### config.mk
export PLATFORM = sky130hd
export DESIGN_NAME = peer_learning_table_aging_core
export DESIGN_NICKNAME = d
export VERILOG_FILES = /design/src/rtl/core/plta_pkg.sv /design/src/rtl/core/plta_mem.sv /design/src/rtl/core/plta_seq.sv /design/src/rtl/core/peer_learning_table_aging_core.sv
export SDC_FILE = /design/constraint.sdc
export NUM_CORES = 2
export LEC_CHECK = 0
export BUFFER_PORTS_ARGS = -buffer_cell sky130_fd_sc_hd__buf_4
export CAP_MARGIN = 40
export CORE_MARGIN = 1
export CORE_UTILIZATION = 45
export DETAILED_ROUTE_END_ITERATION = 6
export MAX_ROUTING_LAYER = met4
export PLACE_DENSITY = 0.68
export SYNTH_ARGS = -nofsm -noshare
export SYNTH_HDL_FRONTEND = slang
export SYNTH_SLANG_ARGS = --single-unit
### constraint.sdc
create_clock -name clk_i -period 14.45 [get_ports clk_i]
set_clock_uncertainty 0.15 [all_clocks]
set_input_delay 2.89 -clock clk_i [delete_from_list [all_inputs] [get_ports clk_i]]
set_output_delay 2.89 -clock clk_i [all_outputs]
set_load 0.01 [all_outputs]
### src/rtl/core/plta_pkg.sv
// Shared types and constants of the peer learning table with aging.
`default_nettype none

package plta_pkg;

  localparam logic [31:0] LOCAL_ID_RESET  = 32'd1;
  localparam logic [31:0] AGE_LIMIT_RESET = 32'd15000;

  // Configuration register indexes (byte address 4*index).
  localparam logic REG_LOCAL_ID  = 1'b0;
  localparam logic REG_AGE_LIMIT = 1'b1;

  typedef enum logic [1:0] {
    FUNC_ANNOUNCE = 2'd0,
    FUNC_SWEEP    = 2'd1,
    FUNC_READ     = 2'd2
  } func_e;

  typedef enum logic [2:0] {
    STAT_UPDATED  = 3'd0,
    STAT_INSERTED = 3'd1,
    STAT_FULL     = 3'd2,
    STAT_OWN      = 3'd3,
    STAT_OTHER    = 3'd4
  } status_e;

  typedef enum logic [2:0] {
    S_IDLE,
    S_RD,
    S_CHK,
    S_MOVE,
    S_APPEND,
    S_DONE
  } state_e;

  typedef struct packed {
    logic [1:0]  func;
    logic [31:0] now_ticks;
    logic [31:0] peer_key;
    logic [31:0] peer_addr;
    logic [15:0] peer_port_in;
    logic        peer_auto_in;
    logic        peer_ready_in;
    logic [31:0] peer_target;
    logic [3:0]  read_index;
  } in_word_t;

  typedef struct packed {
    logic [2:0]  status;
    logic [4:0]  peer_count;
    logic [4:0]  expired_count;
    logic        rd_valid;
    logic [31:0] rd_key;
    logic [31:0] rd_addr;
    logic [15:0] rd_port;
    logic        rd_auto;
    logic        rd_ready;
    logic        rd_challenging;
    logic [31:0] rd_last_seen;
  } out_word_t;

  // Flags: bit 0 auto connect, bit 1 ready, bit 2 challenging.
  typedef struct packed {
    logic [31:0] key;
    logic [31:0] addr;
    logic [15:0] port;
    logic [2:0]  flags;
    logic [31:0] seen;
  } entry_t;

endpackage

`default_nettype wire

### src/rtl/core/plta_mem.sv
// Single-port entry memory with registered read data.
`default_nettype none

module plta_mem #(
  parameter int DEPTH = 16,
  parameter int AW    = 4
) (
  input  wire logic             clk_i,
  input  wire logic             en_i,
  input  wire logic             we_i,
  input  wire logic [AW-1:0]    addr_i,
  input  wire plta_pkg::entry_t wdata_i,
  output plta_pkg::entry_t      rdata_o
);
  import plta_pkg::*;

  entry_t mem_q [DEPTH];

  always_ff @(posedge clk_i) begin
    if (en_i) begin
      if (we_i) begin
        mem_q[addr_i] <= wdata_i;
      end else begin
        rdata_o <= mem_q[addr_i];
      end
    end
  end

endmodule

`default_nettype wire

### src/rtl/core/plta_seq.sv
// Sequencer that walks the entry memory for lookup, insert, sweep and read.
`default_nettype none

module plta_seq #(
  parameter int TABLE_DEPTH = 16,
  parameter int AW          = 4,
  parameter int CW          = 5
) (
  input  wire logic               clk_i,
  input  wire logic               rst_ni,
  input  wire logic               in_valid_i,
  output logic                    in_ready_o,
  input  wire plta_pkg::in_word_t in_i,
  output logic                    res_valid_o,
  input  wire logic               res_ready_i,
  output plta_pkg::out_word_t     res_o,
  input  wire logic [31:0]        local_id_i,
  input  wire logic [31:0]        age_limit_i,
  output logic                    mem_en_o,
  output logic                    mem_we_o,
  output logic [AW-1:0]           mem_addr_o,
  output plta_pkg::entry_t        mem_wdata_o,
  input  wire plta_pkg::entry_t   mem_rdata_i
);
  import plta_pkg::*;

  state_e         state_q, state_d;
  in_word_t       item_q, item_d;
  logic [CW-1:0]  idx_q, idx_d;
  logic [CW-1:0]  total_q, total_d;
  logic [CW-1:0]  expired_q, expired_d;
  logic [2:0]     status_q, status_d;
  entry_t         rd_q, rd_d;
  logic           rd_hit_q, rd_hit_d;

  func_e          func_in, func_cur;
  logic           own_id, rd_in_range, is_last, key_hit, aged, full, chal;
  logic [CW-1:0]  idx_inc;
  entry_t         new_entry;

  assign func_in     = func_e'(in_i.func);
  assign func_cur    = func_e'(item_q.func);
  assign own_id      = in_i.peer_key == local_id_i;
  assign rd_in_range = 32'(in_i.read_index) < 32'(total_q);
  assign idx_inc     = idx_q + CW'(1);
  assign is_last     = idx_inc == total_q;
  assign key_hit     = mem_rdata_i.key == item_q.peer_key;
  assign aged        = (item_q.now_ticks - mem_rdata_i.seen) > age_limit_i;
  assign full        = total_q == CW'(TABLE_DEPTH);
  assign chal        = (item_q.peer_target != 32'd0) && (item_q.peer_target == local_id_i);

  always_comb begin
    new_entry.key   = item_q.peer_key;
    new_entry.addr  = item_q.peer_addr;
    new_entry.port  = item_q.peer_port_in;
    new_entry.flags = {chal, item_q.peer_ready_in, item_q.peer_auto_in};
    new_entry.seen  = item_q.now_ticks;
  end

  // Next state.
  always_comb begin
    state_d = state_q;
    unique case (state_q)
      S_IDLE: begin
        if (in_valid_i) begin
          unique case (func_in)
            FUNC_ANNOUNCE: begin
              if (own_id) state_d = S_DONE;
              else if (total_q == '0) state_d = S_APPEND;
              else state_d = S_RD;
            end
            FUNC_SWEEP: state_d = (total_q == '0) ? S_DONE : S_RD;
            FUNC_READ:  state_d = rd_in_range ? S_RD : S_DONE;
            default:    state_d = S_DONE;
          endcase
        end
      end
      S_RD: state_d = S_CHK;
      S_CHK: begin
        unique case (func_cur)
          FUNC_ANNOUNCE: begin
            if (key_hit) state_d = S_DONE;
            else if (is_last) state_d = full ? S_DONE : S_APPEND;
            else state_d = S_RD;
          end
          FUNC_SWEEP: begin
            if (aged) state_d = S_MOVE;
            else if (is_last) state_d = S_DONE;
            else state_d = S_RD;
          end
          default: state_d = S_DONE;
        endcase
      end
      S_MOVE:   state_d = is_last ? S_DONE : S_RD;
      S_APPEND: state_d = S_DONE;
      S_DONE:   if (res_ready_i) state_d = S_IDLE;
      default:  state_d = S_IDLE;
    endcase
  end

  // Memory controls and datapath.
  always_comb begin
    in_ready_o  = 1'b0;
    res_valid_o = 1'b0;
    mem_en_o    = 1'b0;
    mem_we_o    = 1'b0;
    mem_addr_o  = idx_q[AW-1:0];
    mem_wdata_o = new_entry;
    item_d      = item_q;
    idx_d       = idx_q;
    total_d     = total_q;
    expired_d   = expired_q;
    status_d    = status_q;
    rd_d        = rd_q;
    rd_hit_d    = rd_hit_q;
    unique case (state_q)
      S_IDLE: begin
        in_ready_o = 1'b1;
        if (in_valid_i) begin
          item_d    = in_i;
          idx_d     = (func_in == FUNC_READ) ? CW'(in_i.read_index) : '0;
          expired_d = '0;
          rd_d      = '0;
          rd_hit_d  = 1'b0;
          status_d  = (func_in == FUNC_ANNOUNCE && own_id) ? STAT_OWN : STAT_OTHER;
        end
      end
      S_RD: mem_en_o = 1'b1;
      S_CHK: begin
        unique case (func_cur)
          FUNC_ANNOUNCE: begin
            if (key_hit) begin
              mem_en_o = 1'b1;
              mem_we_o = 1'b1;
              status_d = STAT_UPDATED;
            end else if (is_last) begin
              if (full) status_d = STAT_FULL;
            end else begin
              idx_d = idx_inc;
            end
          end
          FUNC_SWEEP: begin
            if (aged) begin
              // Fetch the last entry to fill the freed slot.
              mem_en_o   = 1'b1;
              mem_addr_o = AW'(total_q - CW'(1));
            end else begin
              idx_d = idx_inc;
            end
          end
          default: begin
            rd_d     = mem_rdata_i;
            rd_hit_d = 1'b1;
          end
        endcase
      end
      S_MOVE: begin
        mem_en_o    = 1'b1;
        mem_we_o    = 1'b1;
        mem_wdata_o = mem_rdata_i;
        total_d     = total_q - CW'(1);
        expired_d   = expired_q + CW'(1);
      end
      S_APPEND: begin
        mem_en_o   = 1'b1;
        mem_we_o   = 1'b1;
        mem_addr_o = AW'(total_q);
        total_d    = total_q + CW'(1);
        status_d   = STAT_INSERTED;
      end
      S_DONE: res_valid_o = 1'b1;
      default: ;
    endcase
  end

  always_comb begin
    res_o.status         = status_q;
    res_o.peer_count     = 5'(total_q);
    res_o.expired_count  = 5'(expired_q);
    res_o.rd_valid       = rd_hit_q;
    res_o.rd_key         = rd_q.key;
    res_o.rd_addr        = rd_q.addr;
    res_o.rd_port        = rd_q.port;
    res_o.rd_auto        = rd_q.flags[0];
    res_o.rd_ready       = rd_q.flags[1];
    res_o.rd_challenging = rd_q.flags[2];
    res_o.rd_last_seen   = rd_q.seen;
  end

  always_ff @(posedge clk_i or negedge rst_ni) begin
    if (!rst_ni) begin
      state_q <= S_IDLE;
      total_q <= '0;
    end else begin
      state_q <= state_d;
      total_q <= total_d;
    end
  end

  always_ff @(posedge clk_i) begin
    item_q    <= item_d;
    idx_q     <= idx_d;
    expired_q <= expired_d;
    status_q  <= status_d;
    rd_q      <= rd_d;
    rd_hit_q  <= rd_hit_d;
  end

endmodule

`default_nettype wire

### src/rtl/core/peer_learning_table_aging_core.sv
// Top level of the peer learning table with aging: config port, sequencer, memory, output word.
`default_nettype none

// Peer learning table with aging. Holds up to TABLE_DEPTH peers in one
// single-port entry memory with registered read data and handles one input
// word at a time: it takes the word, works through it, then hands its result
// to the output register. An announcement scans the stored entries with a
// read and a compare each (a refresh writes in the compare state) and appends
// a newcomer after the scan; with the table full a newcomer is dropped
// without an append. A word with the local id goes straight to its result. A
// sweep reads and compares each entry; for a removed entry the compare state
// also fetches the last entry, which a move then writes into the freed slot.
// A read fetches the entry when the index is below the entry count and goes
// straight to its result otherwise, as does the unused code. Every memory
// access has its own state, so reads and writes of one entry never overlap
// and need no forwarding. The next input word is taken once the previous
// result sits in the output register, even while that word still waits for
// the consumer. Memory entries at or above the entry count are never read, so
// the memory has no clearing pass. Config registers sit at byte addresses 0
// (local_id) and 4 (age_limit); write them only while the block is idle.
module peer_learning_table_aging_core #(
  parameter int TABLE_DEPTH = 16
) (
  input  wire logic                clk_i,
  input  wire logic                rst_ni,
  input  wire logic                in_valid_i,
  output logic                     in_ready_o,
  input  wire plta_pkg::in_word_t  in_i,
  output logic                     out_valid_o,
  input  wire logic                out_ready_i,
  output plta_pkg::out_word_t      out_o,
  input  wire logic                psel,
  input  wire logic                penable,
  input  wire logic                pwrite,
  input  wire logic [2:0]          paddr,
  input  wire logic [31:0]         pwdata,
  output logic [31:0]              prdata,
  output logic                     pready
);
  import plta_pkg::*;

  localparam int AW = (TABLE_DEPTH > 1) ? $clog2(TABLE_DEPTH) : 1;
  localparam int CW = $clog2(TABLE_DEPTH + 1);

  logic [31:0] local_id_q, age_limit_q;
  logic        cfg_wr;

  logic        res_valid, res_ready;
  out_word_t   res;
  logic        out_valid_q;
  out_word_t   out_q;

  logic          mem_en, mem_we;
  logic [AW-1:0] mem_addr;
  entry_t        mem_wdata, mem_rdata;

  // Config port: zero wait states, word select by address bit 2.
  assign pready = 1'b1;
  assign cfg_wr = psel && penable && pwrite && pready;
  assign prdata = (paddr[2] == REG_AGE_LIMIT) ? age_limit_q : local_id_q;

  always_ff @(posedge clk_i or negedge rst_ni) begin
    if (!rst_ni) begin
      local_id_q  <= LOCAL_ID_RESET;
      age_limit_q <= AGE_LIMIT_RESET;
    end else if (cfg_wr) begin
      if (paddr[2] == REG_LOCAL_ID) local_id_q <= pwdata;
      else age_limit_q <= pwdata;
    end
  end

  plta_seq #(
    .TABLE_DEPTH (TABLE_DEPTH),
    .AW          (AW),
    .CW          (CW)
  ) u_seq (
    .clk_i       (clk_i),
    .rst_ni      (rst_ni),
    .in_valid_i  (in_valid_i),
    .in_ready_o  (in_ready_o),
    .in_i        (in_i),
    .res_valid_o (res_valid),
    .res_ready_i (res_ready),
    .res_o       (res),
    .local_id_i  (local_id_q),
    .age_limit_i (age_limit_q),
    .mem_en_o    (mem_en),
    .mem_we_o    (mem_we),
    .mem_addr_o  (mem_addr),
    .mem_wdata_o (mem_wdata),
    .mem_rdata_i (mem_rdata)
  );

  plta_mem #(
    .DEPTH (TABLE_DEPTH),
    .AW    (AW)
  ) u_mem (
    .clk_i   (clk_i),
    .en_i    (mem_en),
    .we_i    (mem_we),
    .addr_i  (mem_addr),
    .wdata_i (mem_wdata),
    .rdata_o (mem_rdata)
  );

  // Output register: load a finished word when the slot is empty or drains now.
  assign res_ready = !out_valid_q || out_ready_i;

  always_ff @(posedge clk_i or negedge rst_ni) begin
    if (!rst_ni) begin
      out_valid_q <= 1'b0;
    end else if (res_valid && res_ready) begin
      out_valid_q <= 1'b1;
    end else if (out_ready_i) begin
      out_valid_q <= 1'b0;
    end
  end

  always_ff @(posedge clk_i) begin
    if (res_valid && res_ready) begin
      out_q <= res;
    end
  end

  assign out_valid_o = out_valid_q;
  assign out_o       = out_q;

endmodule

`default_nettype wire

# Word-level counts from Yosys, hierarchy flattened
# Memories as Yosys holds them, arrays and structs flattened. A register that Yosys moved wholly into a read port is not among the register bits.
# Index checks and enable logic that the tools add are counted.
dict set report word_totals {
  register_bits 479
  mem_bits_rw 1840
  inputBits 194
  out_inout_bits 164
  word_cells 150
  memories 1
}
# name words width rd rd_ports_with_merged_regs wr line_no
set mem_list {}
lappend mem_list {u_mem.mem_q 16 115 1 1 1 plta_mem.sv:17} ;# entry_t mem_q [DEPTH];
dict set report op_classes {
  n_addsub 5
  order_cmp 2
  n_eq_ne 23
  muxes 55
  bitwise_logic 2
  reduce_logical 29
}
# op count
set ops {}
lappend ops {{115-bit two-way mux} 3}
lappend ops {{115-bit case mux with 2 select lines} 1}
lappend ops {{32-bit equality test} 3}
lappend ops {{3-bit two-way mux} 16}
lappend ops {{5-bit case mux with 2 select lines} 4}
lappend ops {{32-bit greater-than comparator} 1}
lappend ops {{32-bit two-way mux} 1}
lappend ops {{32-bit nonzero test} 1}
lappend ops {{32-bit subtractor} 1}
lappend ops {{5-bit two-way mux} 5}
lappend ops {{3-bit case mux with 3 select lines} 2}
lappend ops {{3-bit case mux with 6 select lines} 1}
lappend ops {{5-bit by 1-bit adder with 5-bit output, second input constant} 3}
lappend ops {{1-bit two-way mux} 13}
lappend ops {{4-bit two-way mux} 3}
lappend ops {{2-bit AND reduction} 6}
lappend ops {{3-bit != test, second input constant} 3}
lappend ops {{2-bit != test, second input constant} 4}
lappend ops {{1-bit case mux with 2 select lines} 4}
lappend ops {{4-bit case mux with 2 select lines} 1}
lappend ops {{2-bit nonzero test} 4}
lappend ops {{3-bit by 2-bit equality test with 1-bit output, second input constant} 2}
lappend ops {{3-bit equality test, second input constant} 2}
lappend ops {{3-bit by 1-bit != test with 1-bit output, second input constant} 2}
lappend ops {{22 further kinds} 30}

# Logic depth before layout (Yosys ltp)
dict set report depth {
  depth_word 7
  ltp_mapped 28
  depth_no_buf 25
}

# Hierarchy
# A second synthesis with hierarchy kept.
dict set report unflattened {
  hier_cells 4700
  area_unflattened_um2 94625.8
}
# mod n_inst cells_each area_per_inst_um2 seq_area_each_um2
set by_module_without_submodules {}
lappend by_module_without_submodules {plta_mem 1 2945 72515.8 58706.3}
lappend by_module_without_submodules {plta_seq 1 1448 15270.9 8518.2}
lappend by_module_without_submodules {peer_learning_table_aging_core 1 307 6839.1 5510.3}

# Worst setup path before layout
# OpenSTA, ideal clock, no wires.
dict set report synth_timing {
  kind {reg2reg}
  from {reg u_seq.item_q[118] (netlist bit)}
  to {reg u_mem.rdata_o[0] (netlist bit) (enable)}
  setup_time_ps 731
  t_arrival_ps 11927
  required_time_ps 13569
  setup_slack_ps 1642
  path_stages_with_launch 24
  path_buffers 0
  synth_period_minus_slack_ps 12808
  path_cell_list {edfxtp_1 -> inv_1 -> ha_1 -> inv_1 -> fa_1 -> a211oi_1 -> o21a_1 -> o21ai_0 -> a41o_1 -> nand3_1 -> a21oi_1 -> o31a_1 -> o21a_1 -> nor2_1 -> xnor2_1 -> ha_1 -> nand4_1 -> nor4_2 -> nor3b_2 -> o21ai_2 -> a31o_4 -> nor2_4 -> a21oi_1 -> nor3_1}
}
dict set report synth_between {
  elab_chain_cells 6
  elab_cells_between_ends 9
  classes_between {add/sub: 1; order compare: 1; mux: 6; reduce/logical: 1}
}
# element line_no
set synth_rtl {}
lappend synth_rtl {{from (decl)} plta_seq.sv:28} ;# in_word_t item_q, item_d;
lappend synth_rtl {{from (signal assigned)} plta_seq.sv:201} ;# item_q <= item_d;
lappend synth_rtl {{32-bit subtractor (*)} plta_seq.sv:48} ;# assign aged = (item_q.now_ticks - mem_rdata_i.seen) > age_limit_i;
lappend synth_rtl {{32-bit greater-than comparator (*)} plta_seq.sv:48}
lappend synth_rtl {{1-bit two-way mux} plta_seq.sv:143} ;# if (aged) begin
lappend synth_rtl {{1-bit case mux with 2 select lines} plta_seq.sv:130} ;# unique case (func_cur)
lappend synth_rtl {{1-bit case mux with 2 select lines} plta_seq.sv:116} ;# unique case (state_q)
lappend synth_rtl {{2-bit AND reduction (no line)} n/a}
lappend synth_rtl {{to (signal assigned)} plta_mem.sv:24} ;# rdata_o <= mem_q[addr_i];
lappend synth_rtl {{to (decl)} plta_mem.sv:13} ;# output plta_pkg::entry_t rdata_o
# Mark *: on every way between the ends. The rest lies on a longest branch, timed or not.
# A chain may end at the register's enable or synchronous reset.

# Worst setup path in the final report
dict set report layout_timing {
  from {reg u_seq.item_q[118] (netlist bit)}
  to {reg u_mem.rdata_o[2] (netlist bit), data pin}
}
dict set report layout_between {
  elab_chain_cells 6
  elab_cells_between_ends 9
  classes_between {add/sub: 1; order compare: 1; mux: 6; reduce/logical: 1}
}
# element line_no
set layout_rtl {}
lappend layout_rtl {{32-bit subtractor (*)} plta_seq.sv:48}
lappend layout_rtl {{32-bit greater-than comparator (*)} plta_seq.sv:48}
lappend layout_rtl {{1-bit two-way mux} n/a}
lappend layout_rtl {{1-bit case mux with 2 select lines (2 in series)} n/a}
lappend layout_rtl {{2-bit AND reduction (no line)} n/a}
# Marked as above.

==> flow_summary.toml <==
[critical_path]
critPathLaunch = "u_seq.item_q[118]"
critical_path_class = "reg2reg"
r2r_slack_ns = 4.91
crit_arrival_ns = 10.00
required_ns = 14.90
r2r-end = "u_mem.rdata_o[2]"
crit_fanout = 143
critPathMaxStageDelay_ns = 0.77
worstReg2RegStart = "u_seq.item_q[118]"
crit_end = "u_mem.rdata_o[2]"
crit_slowest_cell = "buf_4"
end_kind = "flip-flop"
rr_worst_depth = 29
start_kind = "flip-flop"

[timing]
slew_headroom = 0.246
tns_ns = 0
finalHoldViolations = 0
period_needed_ns = 9.54
worst_slew_pin_slew_ns = 1.13
slew_viol_final = 0
rsz0062_at_grt = "no"
fmax_mhz = 105
period_share = 0.660
setup_viol = 0

[route]
first_pass_iters = 6
first_iter_violations = 5502
dr_total_vias = 48163
drt_wl_total_um = 241000
viasPerCell = 5.89
wl_per_cell_um = 29.5
drc_errors = 0
ant_nets = 0

[yosys]
yosys-top-cells-count = "2361 x edfxtp_1, 455 x mux4_2, 453 x nand2_1"
synthDistinctLibCells = 72
syn_inst = 4672
synth_top_cell_by_area = "edfxtp_1"
syn_area_per_cell_um2 = 20.1
synth_seq_cells = 2434
yosysWarnings = 0
yosysMostFrequentCell = "edfxtp_1"
synth_top_flop_cell = "edfxtp_1"
yosysTopAreaCellShare = 0.753
netlist_area_mm2 = 0.0941
ys_async_sr_fraction = 0.0300
synth_edf_count = 2361
ys_top_cells_by_area = "edfxtp_1 75%, mux4_2 11%, a22oi_1 1.8%"
syn_nets = 4941
ys_seq_area_frac = 0.773

[clock_network]
cts.htree.levels = 4
clock_sinks = 2434
cts_hold_buf = 0
post_cts.repair.setup_buffers = 0
cts_resized = 0
cts_tree = "done"
clk_latency_ns = 0.90
clock_path_buffers = 3
path_clk_slew_ns = 0.06
cts_made_buffers = 235
clock-root-buffer = "clkbuf_16"

[grt]
grt_use_total = 0.234
gr-total-overflow = 0
grt_max_degree = 144
grt_pass1_wl_um = 345000
grt_pass1_vias = 48217
antenna_found_initial = 11

[finish]
drive_gt1_frac = 0.265
fin_area_mm2 = 0.108
fin_nets = 5457
syn2layout_area_growth_pct = 15.3

[placement]
place_hpwl_um = 136000
placed_cell_area_mm2 = 0.101
gp_congestion = 0.908
io_buffers = 354

[min_path]
hp-class = "reg2reg"
hold_depth = 0

[die]
fp.dieArea_mm2 = 0.211
rows = 167
fp.dieW_um = 459
boundaryPins = 358
die_h_um = 459
core_mm2 = 0.207
start_util = 0.454

[power]
p_leak_nw = 36.2
vdd_ir_drop_max_mv = 0.232
p_per_area_mw_per_mm2 = 208

[outcome]
status = "finished, final reports clean"

[run]
drv_cap = 0
==> state kept, by name, indices dropped and copies added (netlist names) <==
signal / count
u_seq.item_q: 146
u_mem.mem_q: 1840
u_seq.total_q: 5
u_seq.idx_q: 5
u_seq.rd_hit_q: 1
u_seq.status_q: 3
age_limit_q: 32
u_seq.res_o: 115
u_mem.rdata_o: 115
u_seq.expired_q: 5
u_seq.state_q: 3
local_id_q: 32
out_valid_o: 1
out_o: 129
u_seq.func_cur: 2
==> worst max-delay path, delay by kind of cell, from the launching register on <==
family                   cells  cell delay [ns]
buffers and inverters        6             2.45
adder cells (fa/ha/maj)      3             0.96
XOR/XNOR                     1             0.15
flip-flops                   1             0.35
AND/OR/NAND/NOR              8             2.21
multiplexers                 1             0.40
AO/OA/AOI/OAI               10             2.24
==> cells by family (layout without fill, tap and decap cells) <==
family	Yosys count	count (layout)	share of synthesized area
AOI/OAI and AO/OA	420	420	0.0313
xor gates and xnor gates	135	135	0.0126
adders and majority gates	75	75	0.0101
buffers and inverters	289	1007	0.0154
DFF	2434	2434	0.773
muxes	554	554	0.121
other	1	7	0.0000398
and+or+nand+nor	764	764	0.0365
==> stage by stage <==
| step | utilization | setup WS, ns | hold slack, ns | power (mW) | cells |
|---|---|---|---|---|---|
| after floorplan | - | 1.64 | 0.250 | 14.4 | 4672 |
| after global placement | 0.483 | 4.60 | 0.253 | 16.4 | 7706 |
| after detailed placement | 0.486 | 5.13 | 0.255 | 16.7 | 7739 |
| after CTS | 0.523 | 5.09 | 0.249 | 22.7 | 8178 |
| after global routing | 0.523 | 4.49 | 0.256 | 23.5 | 8182 |
| final | 0.523 | 4.91 | 0.241 | 22.6 | 8184 |
==> worst min path at each step <==
| stage | startpoint | endpoint | slack [ns] |
|---|---|---|---|
| 2_1_floorplan | u_seq.res_o[0] | out_o[0] | 0.25 |
| 5_1_grt | u_seq.res_o[0] | out_o[0] | 0.26 |
| 4_1_cts | u_seq.res_o[0] | out_o[0] | 0.25 |
| 3_3_place_gp | u_seq.res_o[11] | out_o[11] | 0.25 |
| 3_5_place_dp | u_seq.res_o[100] | out_o[100] | 0.25 |
| 6_report | u_seq.res_o[0] | out_o[0] | 0.24 |
==> where the power goes <==
part / leakage [nW] / internal, mW / total (mW) / switching, mW
sequential: 22.4 / 9.39 / 9.86 / 0.475
combinational: 10.2 / 2.63 / 6.70 / 4.07
clock: 3.70 / 3.35 / 6.02 / 2.67
==> layer usage <==
| layer | track usage | wire (µm) | vias to the layer above |
|---|---|---|---|
| met5 | - | 0 | - |
| met4 | 0.0658 | 6320 | 0 |
| met3 | 0.0447 | 21100 | 342 |
| met2 | 0.360 | 115000 | 2279 |
| met1 | 0.321 | 98800 | 25609 |
| li1 | - | - | 19933 |
==> layout make-up <==
cell class              count  area [µm²]
flip-flops and latches   2434       72700
multi-input cells        1949       20100
repair buffers            489        4240
clock buffers             297        6170
clock inverters           142        1430
inverters                  79         307
fillers                 16137       99000
well taps                2788        3490
diodes                      6        15.0
==> cells in the final DEF, fill, tap and decap left out, types with 8 or more instances in the layout <==
| master | Yosys | layout |
|---|---|---|
| clkinv_2 | 0 | 53 |
| inv_1 | 77 | 76 |
| bufinv_16 | 0 | 17 |
| nand3_1 | 24 | 24 |
| nor3_1 | 21 | 20 |
| buf_16 | 0 | 14 |
| clkbuf_16 | 0 | 236 |
| clkbuf_1 | 80 | 57 |
| buf_4 | 22 | 446 |
| dfstp_2 | 8 | 8 |
| o21ai_0 | 59 | 59 |
| nor2_1 | 85 | 67 |
| mux2_2 | 96 | 96 |
| clkinv_1 | 0 | 47 |
| nand4_1 | 24 | 24 |
| a21oi_1 | 52 | 52 |
| buf_12 | 0 | 24 |
| clkinv_16 | 0 | 11 |
| dfrtp_1 | 65 | 65 |
| a21o_1 | 10 | 10 |
| nand2_1 | 453 | 451 |
| mux4_2 | 455 | 455 |
| edfxtp_1 | 2361 | 2361 |
| xor2_1 | 58 | 58 |
| a22oi_1 | 228 | 228 |
| and2_1 | 90 | 89 |
| nor4_1 | 26 | 26 |
| xnor2_1 | 77 | 77 |
| ha_1 | 74 | 74 |
| nor2_4 | 1 | 21 |
| o21a_1 | 11 | 11 |
Power figures use the tool's default switching activity.
